$ cat src/sv/random_prim_maze_carver_defines.svh
// ----------------------------------------------------------------------------
// random_prim_maze_carver_defines
// Assertion macros for the maze carver.
// ----------------------------------------------------------------------------
`ifndef RANDOM_PRIM_MAZE_CARVER_DEFINES_SVH
`define RANDOM_PRIM_MAZE_CARVER_DEFINES_SVH
// Implication checked on every clock edge outside reset.
`define RPMC_ASSERT_IMP(lbl, ante, cons, msg) \
  lbl: assert property (@(posedge clk) disable iff (!rst_n) (ante) |-> (cons)) else $error(msg);
// Next-cycle implication.
`define RPMC_ASSERT_NEXT(lbl, ante, cons, msg) \
  lbl: assert property (@(posedge clk) disable iff (!rst_n) (ante) |=> (cons)) else $error(msg);
`endif

$ cat src/sv/rpmc_pkg.sv
// ----------------------------------------------------------------------------
// rpmc_pkg
// Types, constants and codes shared by the maze carver modules.
// ----------------------------------------------------------------------------
`default_nettype none
package rpmc_pkg;
  localparam int unsigned MAZE_ROWS_DEF = 31;
  localparam int unsigned MAZE_COLS_DEF = 63;

  localparam logic [1:0] ACT_INIT = 2'd0;
  localparam logic [1:0] ACT_STEP = 2'd1;

  localparam logic [2:0] CELL_WALL   = 3'd0;
  localparam logic [2:0] CELL_NODE   = 3'd1;
  localparam logic [2:0] CELL_FRONT  = 3'd2;
  localparam logic [2:0] CELL_ROAD   = 3'd3;
  localparam logic [2:0] CELL_REJECT = 3'd4;

  localparam logic [2:0] ST_CARVED = 3'd0;
  localparam logic [2:0] ST_REJECT = 3'd1;
  localparam logic [2:0] ST_DONE   = 3'd2;
  localparam logic [2:0] ST_INIT   = 3'd3;
  localparam logic [2:0] ST_READ   = 3'd4;

  typedef enum logic [4:0] {
    S_IDLE, S_FILL, S_START, S_MOD, S_LRD, S_LWAIT, S_NRD, S_NWAIT, S_NCHK,
    S_LASTRD, S_LASTWAIT, S_SWAP, S_MARK, S_PROBE, S_PWAIT, S_PUSH, S_RRD, S_RWAIT,
    S_OUT
  } state_t;

  // Controller commands to the datapath.
  typedef struct packed {
    logic capture;     // latch input item
    logic fill_clr;    // reset counters and fill address
    logic fill_wr;     // write one fill cell, advance
    logic start;       // mark start cell, set node address (1,1)
    logic mod_start;
    logic lst_rd_pick;
    logic lst_rd_last;
    logic lst_wr_pick;
    logic take_wall;   // latch wall position from list read
    logic nbr_rd;      // read grid at neighbor (dir)
    logic nbr_next;    // advance dir
    logic found_set;   // neighbor is node: record node
    logic mark_wall;   // write wall cell (road/reject), dec frontier
    logic mark_node;   // write node as road, dec unvisited
    logic probe_rd;    // read grid at frontier probe (dir)
    logic push;        // push probed wall
    logic read_rd;
    logic set_done;
    logic set_init;
    logic set_res;     // step result status
    logic set_read;
    logic out_load;
  } cmd_t;

  typedef struct packed {
    logic fill_last;
    logic mod_done;
    logic finished;    // unvisited or frontier zero
    logic dir_ok;      // current dir in range
    logic dir_last;    // dir == 3
    logic rd_is_node;
    logic rd_is_wall;
    logic found;
    logic front_full;
    logic mark_node_pend;
  } sts_t;
endpackage
`default_nettype wire

$ cat src/sv/rpmc_ctrl.sv
// ----------------------------------------------------------------------------
// rpmc_ctrl
// Sequencer for init, step and read requests.
// ----------------------------------------------------------------------------
`default_nettype none
module rpmc_ctrl (
  input  wire logic            clk,
  input  wire logic            rst_n,
  input  wire logic            in_valid,
  input  wire logic [1:0]      in_action,
  output logic                 in_ready,
  output logic                 res_load,
  input  wire logic            res_busy,
  input  wire rpmc_pkg::sts_t  sts,
  output rpmc_pkg::cmd_t       cmd
);
  rpmc_pkg::state_t state_r, state_nxt;

  always_ff @(posedge clk) begin
    if (!rst_n) begin
      state_r <= rpmc_pkg::S_IDLE;
    end else begin
      state_r <= state_nxt;
    end
  end

  always_comb begin
    state_nxt = state_r;
    cmd       = '0;
    in_ready  = 1'b0;
    res_load  = 1'b0;
    case (state_r)
      rpmc_pkg::S_IDLE: begin
        in_ready = 1'b1;
        if (in_valid) begin
          cmd.capture = 1'b1;
          if (in_action == rpmc_pkg::ACT_INIT) begin
            cmd.fill_clr = 1'b1;
            state_nxt = rpmc_pkg::S_FILL;
          end else if (in_action == rpmc_pkg::ACT_STEP) begin
            state_nxt = rpmc_pkg::S_MOD;
          end else begin
            state_nxt = rpmc_pkg::S_RRD;
          end
        end
      end
      rpmc_pkg::S_FILL: begin
        cmd.fill_wr = 1'b1;
        if (sts.fill_last) state_nxt = rpmc_pkg::S_START;
      end
      rpmc_pkg::S_START: begin
        cmd.start = 1'b1;
        state_nxt = rpmc_pkg::S_PROBE;
      end
      rpmc_pkg::S_MOD: begin
        if (sts.finished) begin
          cmd.set_done = 1'b1;
          state_nxt = rpmc_pkg::S_OUT;
        end else begin
          cmd.mod_start = 1'b1;
          state_nxt = rpmc_pkg::S_LRD;
        end
      end
      rpmc_pkg::S_LRD: begin
        if (sts.mod_done) begin
          cmd.lst_rd_pick = 1'b1;
          state_nxt = rpmc_pkg::S_LWAIT;
        end
      end
      rpmc_pkg::S_LWAIT: begin
        cmd.take_wall = 1'b1;
        state_nxt = rpmc_pkg::S_NRD;
      end
      rpmc_pkg::S_NRD: begin
        if (sts.dir_ok) begin
          cmd.nbr_rd = 1'b1;
          state_nxt = rpmc_pkg::S_NWAIT;
        end else if (sts.dir_last) begin
          state_nxt = rpmc_pkg::S_LASTRD;
        end else begin
          cmd.nbr_next = 1'b1;
        end
      end
      rpmc_pkg::S_NWAIT: state_nxt = rpmc_pkg::S_NCHK;
      rpmc_pkg::S_NCHK: begin
        if (sts.rd_is_node) begin
          cmd.found_set = 1'b1;
          state_nxt = rpmc_pkg::S_LASTRD;
        end else if (sts.dir_last) begin
          state_nxt = rpmc_pkg::S_LASTRD;
        end else begin
          cmd.nbr_next = 1'b1;
          state_nxt = rpmc_pkg::S_NRD;
        end
      end
      rpmc_pkg::S_LASTRD: begin
        cmd.lst_rd_last = 1'b1;
        state_nxt = rpmc_pkg::S_LASTWAIT;
      end
      rpmc_pkg::S_LASTWAIT: state_nxt = rpmc_pkg::S_SWAP;
      rpmc_pkg::S_SWAP: begin
        cmd.lst_wr_pick = 1'b1;
        state_nxt = rpmc_pkg::S_MARK;
      end
      rpmc_pkg::S_MARK: begin
        if (sts.mark_node_pend) begin
          cmd.mark_node = 1'b1;
          state_nxt = rpmc_pkg::S_PROBE;
        end else begin
          cmd.mark_wall = 1'b1;
          cmd.set_res   = 1'b1;
          if (!sts.found) state_nxt = rpmc_pkg::S_OUT;
        end
      end
      rpmc_pkg::S_PROBE: begin
        if (sts.dir_ok) begin
          cmd.probe_rd = 1'b1;
          state_nxt = rpmc_pkg::S_PWAIT;
        end else if (sts.dir_last) begin
          state_nxt = rpmc_pkg::S_OUT;
        end else begin
          cmd.nbr_next = 1'b1;
        end
      end
      rpmc_pkg::S_PWAIT: state_nxt = rpmc_pkg::S_PUSH;
      rpmc_pkg::S_PUSH: begin
        if (sts.rd_is_wall && !sts.front_full) cmd.push = 1'b1;
        if (sts.dir_last) begin
          state_nxt = rpmc_pkg::S_OUT;
        end else begin
          cmd.nbr_next = 1'b1;
          state_nxt = rpmc_pkg::S_PROBE;
        end
      end
      rpmc_pkg::S_RRD: begin
        cmd.read_rd = 1'b1;
        state_nxt = rpmc_pkg::S_RWAIT;
      end
      rpmc_pkg::S_RWAIT: begin
        cmd.set_read = 1'b1;
        state_nxt = rpmc_pkg::S_OUT;
      end
      rpmc_pkg::S_OUT: begin
        if (!res_busy) begin
          res_load = 1'b1;
          cmd.out_load = 1'b1;
          state_nxt = rpmc_pkg::S_IDLE;
        end
      end
      default: state_nxt = rpmc_pkg::S_IDLE;
    endcase
    // init result status
    if (state_r == rpmc_pkg::S_START) cmd.set_init = 1'b1;
  end
endmodule
`default_nettype wire

$ cat config.mk
export PLATFORM = sky130hd
export DESIGN_NAME = rpmc_ctrl
export DESIGN_NICKNAME = d
export VERILOG_FILES = /design/src/sv/random_prim_maze_carver_defines.svh /design/src/sv/rpmc_pkg.sv /design/src/sv/rpmc_ctrl.sv
export SDC_FILE = /design/constraint.sdc
export NUM_CORES = 1
export LEC_CHECK = 0
export BUFFER_PORTS_ARGS = -buffer_cell sky130_fd_sc_hd__buf_2
export CELL_PAD_IN_SITES_DETAIL_PLACEMENT = 2
export CELL_PAD_IN_SITES_GLOBAL_PLACEMENT = 2
export CORE_MARGIN = 2
export CORE_UTILIZATION = 20
export DETAILED_ROUTE_END_ITERATION = 8
export PLACE_DENSITY_LB_ADDON = 0.1
export SLEW_MARGIN = 10
export SYNTH_ARGS = -nofsm -noshare
export SYNTH_HDL_FRONTEND = slang
export SYNTH_SLANG_ARGS = --single-unit
$ cat constraint.sdc
create_clock -name clk -period 1.79 [get_ports clk]
set_input_delay 0.2685 -clock clk [delete_from_list [all_inputs] [get_ports clk]]
set_output_delay 0.2685 -clock clk [all_outputs]
set_load 0.005 [all_outputs]
Word level (Yosys, flattened, before mapping)
Cells that the tools add are included.
{"block": "totals", "register_bits": 5, "latchBits": 0, "ramBits": 0, "rom_bits": 0, "in_bits": 16, "output_inout_bits": 24, "elab_cells": 84, "n_memories": 0}
{"block": "op_classes", "n_addsub": 0, "n_mul": 0, "n_div": 0, "order_cmp": 0, "eq_ne": 26, "shift": 0, "n_mux": 51, "bitwise_logic": 0, "n_reduce_logical": 6}
{"operator": "$pmux W5 S19", "count": 1}
{"operator": "$mux W5", "count": 15}
{"operator": "$eq A5 B4 Y1 const B", "count": 8}
{"operator": "$mux W1", "count": 30}
{"operator": "$eq A5 B3 Y1 const B", "count": 4}
{"operator": "$eq A5 B5 Y1 const B", "count": 3}
{"operator": "$eq A5 B2 Y1 const B", "count": 2}
{"operator": "$ne A3 B3 Y1 const B", "count": 3}
{"operator": "$ne A2 B2 Y1 const B", "count": 4}
{"operator": "$reduce_and A7 Y1", "count": 1}
{"operator": "$mux W2", "count": 3}
{"operator": "$eq A5 B1 Y1 const B", "count": 1}
{"operator": "$logic_not A5 Y1", "count": 1}
{"operator": "$mux W4", "count": 1}
{"operator": "$pmux W1 S3", "count": 1}
{"operator": "$eq A2 B1 Y1 const B", "count": 1}
{"operator": "$logic_not A2 Y1", "count": 1}
{"operator": "$reduce_or A2 Y1", "count": 1}
{"operator": "$logic_and A1 B1 Y1", "count": 1}
{"operator": "$logic_not A1 Y1", "count": 1}

Depth between registers and ports, before layout
Gate-level depths: netlist of run 1.
{"block": "depth", "word_depth": 5, "ltp_mapped": 7}

Worst setup path before layout of run 1
No wires, ideal clock.
{"block": "synth_path", "kind": "register to register", "startpoint": "reg state_r[4]", "endpoint": "reg state_r[3]", "setup_ns": 0.131, "arrival_ns": 1.569, "slack_ns": 0.089, "stages_incl_launch_ff": 6, "n_path_buf": 0, "cell_sequence": "dfxtp_1 and3b_4 and4b_4 or3b_4 a2111oi_4 o22ai_1"}
{"block": "synth_via", "elab_chain_len": 3, "elab_cells_between_ends": 28, "classes_between": "eq/ne (25); mux (1); reduce/logical (2)"}
{"element": "from (decl)", "line_no": "rpmc_ctrl.sv:17", "source": "rpmc_pkg::state_t state_r, state_nxt;"}
{"element": "from (signal assigned)", "line_no": "rpmc_ctrl.sv:21", "source": "state_r <= rpmc_pkg::S_IDLE;"}
{"element": "from (signal assigned)", "line_no": "rpmc_ctrl.sv:23", "source": "state_r <= state_nxt;"}
{"element": "$eq A5 B3 Y1 (tied with other cells)", "line_no": "rpmc_ctrl.sv:32", "source": "case (state_r)"}
{"element": "$ne A3 B3 Y1 (no source line) / $ne A2 B2 Y1 (equally long branches)"}
{"element": "$reduce_and A7 Y1 (no source line)"}
Several ways; a longest one is shown, not always the timed one.
A chain may end at the register's enable or synchronous reset.

==> results.py, run 1 <==
metrics = {
    "timing": {
        "setup_violations": 5,
        "grt_setup_unrepaired": "yes",
        "fin_worst_hold_slack_ps": 370.8,
        "finalHoldViolations": 0,
        "fin_crit_ps": 1979,
        "worst_slew_margin_rel_pct": 70.03,
        "layout_worst_path_cycle_share_pct": 110.6,
        "worst_slack_ps": -189.5,
        "maxClockFrequency_mhz": 505.2,
        "slew_viol_final": 0,
        "tightest_slew_ps": 446.1,
        "finClkSkew_ps": 0.2850,
    },
    "logic_synthesis": {
        "synth.area.mux_share_pct": 1.411,
        "postSynth.asyncResetShare_pct": 0,
        "yosys.area_share.xor_xnor_pct": 0,
        "number_of_distinct_library_cells_after_synthesis": 45,
        "synthAdderAreaFrac_pct": 0,
        "yosys.area_share.simple_pct": 50.47,
        "syn-instance-count": 114,
        "compound_cell_area_share_of_the_yosys_netlist_pct": 26.33,
        "yosys.area.top_type_share_pct": 12.54,
        "postSynthRegisterBits": 5,
        "post-synth-top-area-cell": "sky130_fd_sc_hd__dfxtp_1",
        "yosysWarnings": 0,
        "main_combinational_cell_family_by_area_after_synthesis": "simple AND/OR/NAND/NOR gates",
        "top_area_cells_in_the_synthesized_netlist": "sky130_fd_sc_hd__dfxtp_1 (13%), sky130_fd_sc_hd__nor3_1 (6.3%), sky130_fd_sc_hd__nand2_1 (6.1%), sky130_fd_sc_hd__nor2_1 (5.2%), sky130_fd_sc_hd__and3_1 (3.9%)",
        "sequential_cell_area_fraction_in_the_yosys_report_pct": 12.54,
        "netlist_area_sq_um": 798.3,
        "number_of_flops_mapped_to_enable_cells_by_yosys": 0,
        "ys.flop_type": "sky130_fd_sc_hd__dfxtp_1",
        "postSynthAreaPerCell_sq_um": 7.002,
        "syn-num-nets": 130,
    },
    "global_routing": {
        "grtUsageMet3_pct": 2.167,
        "grt_pass1_wl_um": 6679,
        "groute.layer.met1.usage_pct": 23.79,
        "grt_busiest_layer": "met2",
        "antenna_found_initial": 0,
        "grt_start_max_net_pins": 8,
        "grt_pass1_vias": 1274,
        "global_route_usage_over_all_layers_pct": 20.40,
        "grt_use_met2_pct": 38.61,
        "gr-total-overflow": 0,
    },
    "power": {
        "switching_share_pct": 47.39,
        "leakagePower_nw": 0.7115,
        "p_int_w": 0.001315,
        "ir_worst_vdd_mv": 0.5136,
        "combinationalPowerShare_pct": 80.1,
        "share_seq_of_total_power_pct": 11.4,
        "power_frac_clock_pct": 8.5,
        "power_per_cell_area_nw_per_um2": 1670,
        "switching_power_w": 0.001184,
        "fin_total_pwr_w": 0.002499,
    },
    "detailed_routing": {
        "routed_via_density": 5.086,
        "wirelength_um": 4551,
        "drt_pre_antenna_iters": 5,
        "routed-via-count": 1180,
        "antenna_left": 0,
        "drt_iter0_drc": 18,
        "post_drt_wl_per_cell_um": 19.62,
        "remaining_drcs": 0,
    },
    "clock_network": {
        "post_cts_hold_buffer_count": 0,
        "clockBufferDepth": 2,
        "clk_pin_slew_worst_paths_ps": 40,
        "cts_htree_levels": 1,
        "cts_made_buffers": 3,
        "tritoncts": "yes",
        "cts.sink_count": 5,
        "cts.root.buffer_cell": "sky130_fd_sc_hd__clkbuf_8",
        "clock_latency_ps": 220,
    },
    "setup_path": {
        "kind_of_start_point_of_the_critical_path": "flip-flop",
        "worstSetupPathType": "reg -> out",
        "cp_num_buf_inv": 2,
        "worstPathRequired_ps": 1520,
        "r2r-start": "state_r[1]$_SDFFE_PN0P_",
        "startpoint": "state_r[3]$_SDFFE_PN0P_",
        "crit_arrival_ps": 1710,
        "kind_of_end_point_of_the_critical_path": "output pin",
        "worst_path_max_fanout": 5,
        "cp_cell_sequence": "or3b_4, buf_6, a211o_1, a31oi_1, buf_2",
        "timing.critical_path.max_delay_family": "compound AO/OA/AOI/OAI gates",
        "cpPeakStageDelay_ps": 410,
        "worst_path_max_delay_cell": "sky130_fd_sc_hd__or3b_4",
    },
    "run_status": {
        "outcome": "finished, violations left",
        "failed_checks": "setup timing",
    },
    "final_layout": {
        "largest_reg_flops": 5,
        "fillers": 466,
        "top_registers": "state_r (5)",
        "largest_register": "state_r",
        "final_layout_size_suffix_gt1_share_pct": 63.04,
        "final_design_area_no_fill_sq_um": 1496,
        "n_antenna_cell": 0,
        "synthToLayoutAreaGrowth_pct": 87.46,
        "layout.core_utilization_pct": 39.97,
        "finish.net_count": 201,
    },
    "floorplanning": {
        "design.portCount": 40,
        "floorplan.core_area_sq_um": 3744,
        "design.die.area_sq_um": 4512,
        "floorplan.initialDensity_pct": 21.32,
        "die_w_um": 67.18,
        "core.rowCount": 22,
        "die_h_um": 67.18,
    },
    "placement": {
        "detailedPlace.worstSlack_ps": -153.2,
        "post-dp-hpwl_um": 3556,
        "placement.cell_area_sq_um": 1262,
        "port-buffer-count": 39,
        "gp_congestion": 0.8864,
    },
    "hold_path": {
        "min_path_type": "in -> reg",
        "hold_start": "rst_n",
    },
    "job": {
        "number_of_maximum_capacitance_violations": 0,
    },
}
worst min-delay path: cells and delay by family:
family	cells	cell delay [ps]
and+or+nand+nor	1	50
buffers and inverters	1	150
AOI/OAI and AO/OA	1	80
per-stage QoR:
step,std cells,TNS [ps]
after floorplan,114,0
after global placement,225,-212.1
after detailed placement,225,-582.5
after CTS,231,-293.8
after global routing,232,-930.8
final,232,-418.0
area by class of cell:
| class | instances | area [sq um] | area share (%) |
|---|---|---|---|
| clock buffer | 4 | 45.04 | 3.010 |
| inverter | 2 | 7.507 | 0.5017 |
| multi-input combinational | 96 | 768.2 | 51.34 |
| sequential | 5 | 118.9 | 7.943 |
| tap | 48 | 60.06 | 4.013 |
| timing repair buffer | 77 | 496.7 | 33.19 |
cells in the final DEF (no fill, tap or decap), types with 2 or more instances in the layout:
cell	synthesis	final
sky130_fd_sc_hd__inv_1	2	2
sky130_fd_sc_hd__or3b_4	1	2
sky130_fd_sc_hd__nor4_2	0	2
sky130_fd_sc_hd__and3_1	5	5
sky130_fd_sc_hd__nor3_1	10	4
sky130_fd_sc_hd__a21boi_0	2	2
sky130_fd_sc_hd__nor3_2	0	6
sky130_fd_sc_hd__o21ai_0	4	4
sky130_fd_sc_hd__nand2_1	13	11
sky130_fd_sc_hd__o22ai_1	4	4
sky130_fd_sc_hd__nand2b_1	4	4
sky130_fd_sc_hd__nor2b_1	2	2
sky130_fd_sc_hd__a2111oi_4	1	2
sky130_fd_sc_hd__buf_4	3	36
sky130_fd_sc_hd__dfxtp_4	0	5
sky130_fd_sc_hd__buf_2	5	39
sky130_fd_sc_hd__a21oi_1	3	3
sky130_fd_sc_hd__nand2_2	0	2
sky130_fd_sc_hd__nand3b_1	2	2
sky130_fd_sc_hd__or3_4	0	2
sky130_fd_sc_hd__nand3_1	4	3
sky130_fd_sc_hd__nor2_1	11	9
sky130_fd_sc_hd__clkbuf_8	0	3
sky130_fd_sc_hd__nor3b_1	4	2
Yosys cell counts (2+ instances only):
master and instances:
sky130_fd_sc_hd__buf_4 3, sky130_fd_sc_hd__nor2b_1 2, sky130_fd_sc_hd__a21boi_0 2, sky130_fd_sc_hd__nor4_1 2
sky130_fd_sc_hd__inv_1 2, sky130_fd_sc_hd__nand3b_1 2, sky130_fd_sc_hd__clkbuf_1 2, sky130_fd_sc_hd__a21oi_1 3
sky130_fd_sc_hd__dfxtp_1 5, sky130_fd_sc_hd__nand3_1 4, sky130_fd_sc_hd__and3_1 5, sky130_fd_sc_hd__or3_1 2
sky130_fd_sc_hd__o21ai_0 4, sky130_fd_sc_hd__nor3b_1 4, sky130_fd_sc_hd__o22ai_1 4, sky130_fd_sc_hd__nor3_1 10
sky130_fd_sc_hd__nor2_1 11, sky130_fd_sc_hd__buf_2 5, sky130_fd_sc_hd__nand2_1 13, sky130_fd_sc_hd__nand2b_1 4
layer usage:
metal | wire (um) | vias up
met4 | 75 | 0
met5 | 0 | -
met2 | 2495 | 30
li1 | - | 565
met3 | 134 | 6
met1 | 1846 | 579
repair_timing:
item	CTS	global route
buffers inserted	2	1
endpoints found under the setup margin	20	20
pin swaps	5	4
resized for setup	23	17
power by group through the flow:
stage               sequential (W)  clock, W  combinational, W
global route              0.000291  0.000226           0.00215
CTS                       0.000265  0.000209           0.00186
finish                    0.000285  0.000212           0.00200
global placement          0.000239         0           0.00164
detailed placement        0.000245         0           0.00168
floorplan                 0.000201         0          0.000905
cells by family (layout without fill, tap and decap cells):
kind of cell / Yosys count / count (layout)
multiplexers: 1 / 1
AO/OA/AOI/OAI: 26 / 26
AND/OR/NAND/NOR: 69 / 69
buffers and inverters: 13 / 83
flip-flops: 5 / 5
path summary, 6_finish.rpt:
| path | to | slack, ps | depth (start not counted) |
|---|---|---|---|
| setup / recovery | cmd[11] | -190 | 5 |
| hold / removal | state_r[4]$_SDFFE_PN0P_ | 370 | 3 |
| setup reg to reg | state_r[1]$_SDFFE_PN0P_ | -60 | 8 |
| hold reg to reg | state_r[1]$_SDFFE_PN0P_ | 700 | 3 |
Note: power is estimated with default switching activity, not from simulation.
==> inputs of run 2 (changes only) <==
BUFFER_PORTS_ARGS = -buffer_cell sky130_fd_sc_hd__buf_4   (was -buffer_cell sky130_fd_sc_hd__buf_2)
==> run 2 against run 1 <==
  * Fmax is 1.7% higher
  * Register-to-register slack worse by 70 ps
  * Wire length decreased by 4.4%
  * Largest power group unchanged
  * The run still ends with setup timing left
  * Sequential share of layout area down 0.79 points
  * Largest cell class unchanged
==> results.py, run 2 (same netlist as run 1, synthesis figures left out) <==
metrics = {
    "run_status": {
        "outcome": "finished, violations left",
        "failed_checks": "setup timing",
    },
    "detailed_routing": {
        "routed-via-count": 1204,
        "wirelength_um": 4350,
        "post_drt_wl_per_cell_um": 18.59,
        "antenna_left": 0,
        "drt_pre_antenna_iters": 4,
        "routed_via_density": 5.145,
        "remaining_drcs": 0,
        "drt_iter0_drc": 46,
    },
    "final_layout": {
        "n_antenna_cell": 0,
        "layout_commonest_cell": "sky130_fd_sc_hd__buf_4",
        "final_design_area_no_fill_sq_um": 1593,
        "final_layout_size_suffix_gt1_share_pct": 60.75,
        "top_registers": "state_r (5)",
        "layout_common_cells": "sky130_fd_sc_hd__buf_4 (75), sky130_fd_sc_hd__nand2_1 (12), sky130_fd_sc_hd__nor2_1 (11)",
        "largest_register": "state_r",
        "largest_reg_flops": 5,
        "final-instance-count-excl-fill": 234,
        "synthToLayoutAreaGrowth_pct": 99.53,
        "fillers": 432,
        "finish.net_count": 203,
    },
    "timing": {
        "layout_worst_path_cycle_share_pct": 108.7,
        "slew_viol_final": 0,
        "fin_worst_hold_slack_ps": 368.4,
        "finClkSkew_ps": 1.629,
        "maxClockFrequency_mhz": 513.9,
        "fin_crit_ps": 1946,
        "finalHoldViolations": 0,
        "worst_slew_margin_rel_pct": 65.98,
        "grt_setup_unrepaired": "yes",
        "setup_violations": 7,
        "worst_slack_ps": -155.8,
        "tightest_slew_ps": 505.6,
    },
    "power": {
        "ir_worst_vdd_mv": 0.5273,
        "power_per_cell_area_nw_per_um2": 1599,
        "leakagePower_nw": 0.7427,
    },
    "setup_path": {
        "worst_path_max_fanout": 6,
        "crit_arrival_ps": 1680,
        "worstSetupPathType": "reg -> out",
        "kind_of_end_point_of_the_critical_path": "output pin",
        "kind_of_start_point_of_the_critical_path": "flip-flop",
        "worstPathRequired_ps": 1520,
    },
    "clock_network": {
        "clock_latency_ps": 230,
        "clk_pin_slew_worst_paths_ps": 40,
        "cts.root.buffer_cell": "sky130_fd_sc_hd__clkbuf_8",
        "cts.sink_count": 5,
        "cts_htree_levels": 1,
        "clockBufferDepth": 2,
        "cts_made_buffers": 3,
        "tritoncts": "yes",
    },
    "global_routing": {
        "grt_pass1_wl_um": 6693,
        "grt_pass1_vias": 1244,
        "antenna_found_initial": 0,
        "grt_start_max_net_pins": 9,
        "global_route_usage_over_all_layers_pct": 20.32,
        "gr-total-overflow": 0,
    },
    "placement": {
        "post-dp-hpwl_um": 3334,
        "gp_congestion": 0.9165,
        "post-place-cells": 225,
        "port-buffer-count": 39,
        "placement.cell_area_sq_um": 1348,
    },
    "hold_path": {
        "min_path_type": "in -> reg",
    },
    "floorplanning": {
        "die_w_um": 67.18,
        "floorplan.initialDensity_pct": 21.32,
        "design.die.area_sq_um": 4512,
        "design.portCount": 40,
        "die_h_um": 67.18,
        "core.rowCount": 22,
        "floorplan.core_area_sq_um": 3744,
    },
    "job": {
        "number_of_maximum_capacitance_violations": 0,
    },
}
## run 2: cell count changes in the layout (fill, tap and decap cells not counted), moves of 2 or more
cell / change
sky130_fd_sc_hd__buf_2: -39
sky130_fd_sc_hd__buf_4: +39
sky130_fd_sc_hd__nor3_2: -4
sky130_fd_sc_hd__buf_6: +3
sky130_fd_sc_hd__nor3_1: +3
sky130_fd_sc_hd__dfxtp_2: +2
sky130_fd_sc_hd__dfxtp_4: -2
sky130_fd_sc_hd__nand2_2: -2
sky130_fd_sc_hd__nor2_1: +2
sky130_fd_sc_hd__o22ai_1: -2
sky130_fd_sc_hd__o22ai_2: +2
## run 2: worst paths after layout
path                                              start                       to  slack [ps]  cells past startpoint
worst max-delay path            state_r[3]$_SDFFE_PN0P_                  cmd[11]        -160                      5
worst min-delay path                              rst_n  state_r[0]$_SDFFE_PN0P_         370                      3
worst max register to register  state_r[3]$_SDFFE_PN0P_  state_r[2]$_SDFFE_PN0P_        -130                      8
worst min register to register  state_r[1]$_SDFFE_PN0P_  state_r[1]$_SDFFE_PN0P_         680                      3
## run 2: per-layer routing
metal | global-route usage [%] | vias up | part of all wire [%]
li1 | - | 568 | -
met5 | 0 | - | 0
met3 | 3.167 | 4 | 4.4
met1 | 24.65 | 602 | 43
met4 | 4.592 | 0 | 0.78
met2 | 37.38 | 30 | 52
## run 2: area by class of cell
class / count / area (sq um) / area share (%)
multi-input cells: 96 / 758.2 / 47.60
clock buffers: 4 / 45.04 / 2.828
well taps: 48 / 60.06 / 3.771
repair buffers: 79 / 608.1 / 38.18
inverters: 2 / 7.507 / 0.4713
flip-flops and latches: 5 / 113.9 / 7.148
## run 2: critical path, cell delays in order (launching register included)
cell and delay, ps:
sky130_fd_sc_hd__dfxtp_2 360, sky130_fd_sc_hd__or3b_4 410, sky130_fd_sc_hd__buf_4 140, sky130_fd_sc_hd__a211o_1 250, sky130_fd_sc_hd__a31oi_1 170, sky130_fd_sc_hd__buf_4 130
## run 2: stage by stage
stage | TNS [ps] | utilization, % | power, W | setup slack, ps
after global routing | -1039 | 42.55 | 0.002720 | -192.1
after CTS | -346.1 | 40.11 | 0.002391 | -156.7
final | -701.9 | 42.55 | 0.002547 | -155.8
after detailed placement | -486.0 | 36.00 | 0.001932 | -233.2
after floorplan | 0 | - | 0.001105 | 89.35
after global placement | -418.2 | 36.00 | 0.001896 | -231.3
## run 2: power by group
| part | switching, W | internal, W |
|---|---|---|
| registers | 0.0000812 | 0.000182 |
| logic | 0.00103 | 0.00104 |
| clock network | 0.0000623 | 0.000153 |
| total | 0.00117 | 0.00137 |
## run 2: what timing repair did
item	4_1_cts	5_1_grt
hold buffers	0	0
setup endpoints to repair	13	12
pin swaps	2	12
setup buffers	2	3
resized for setup	23	14
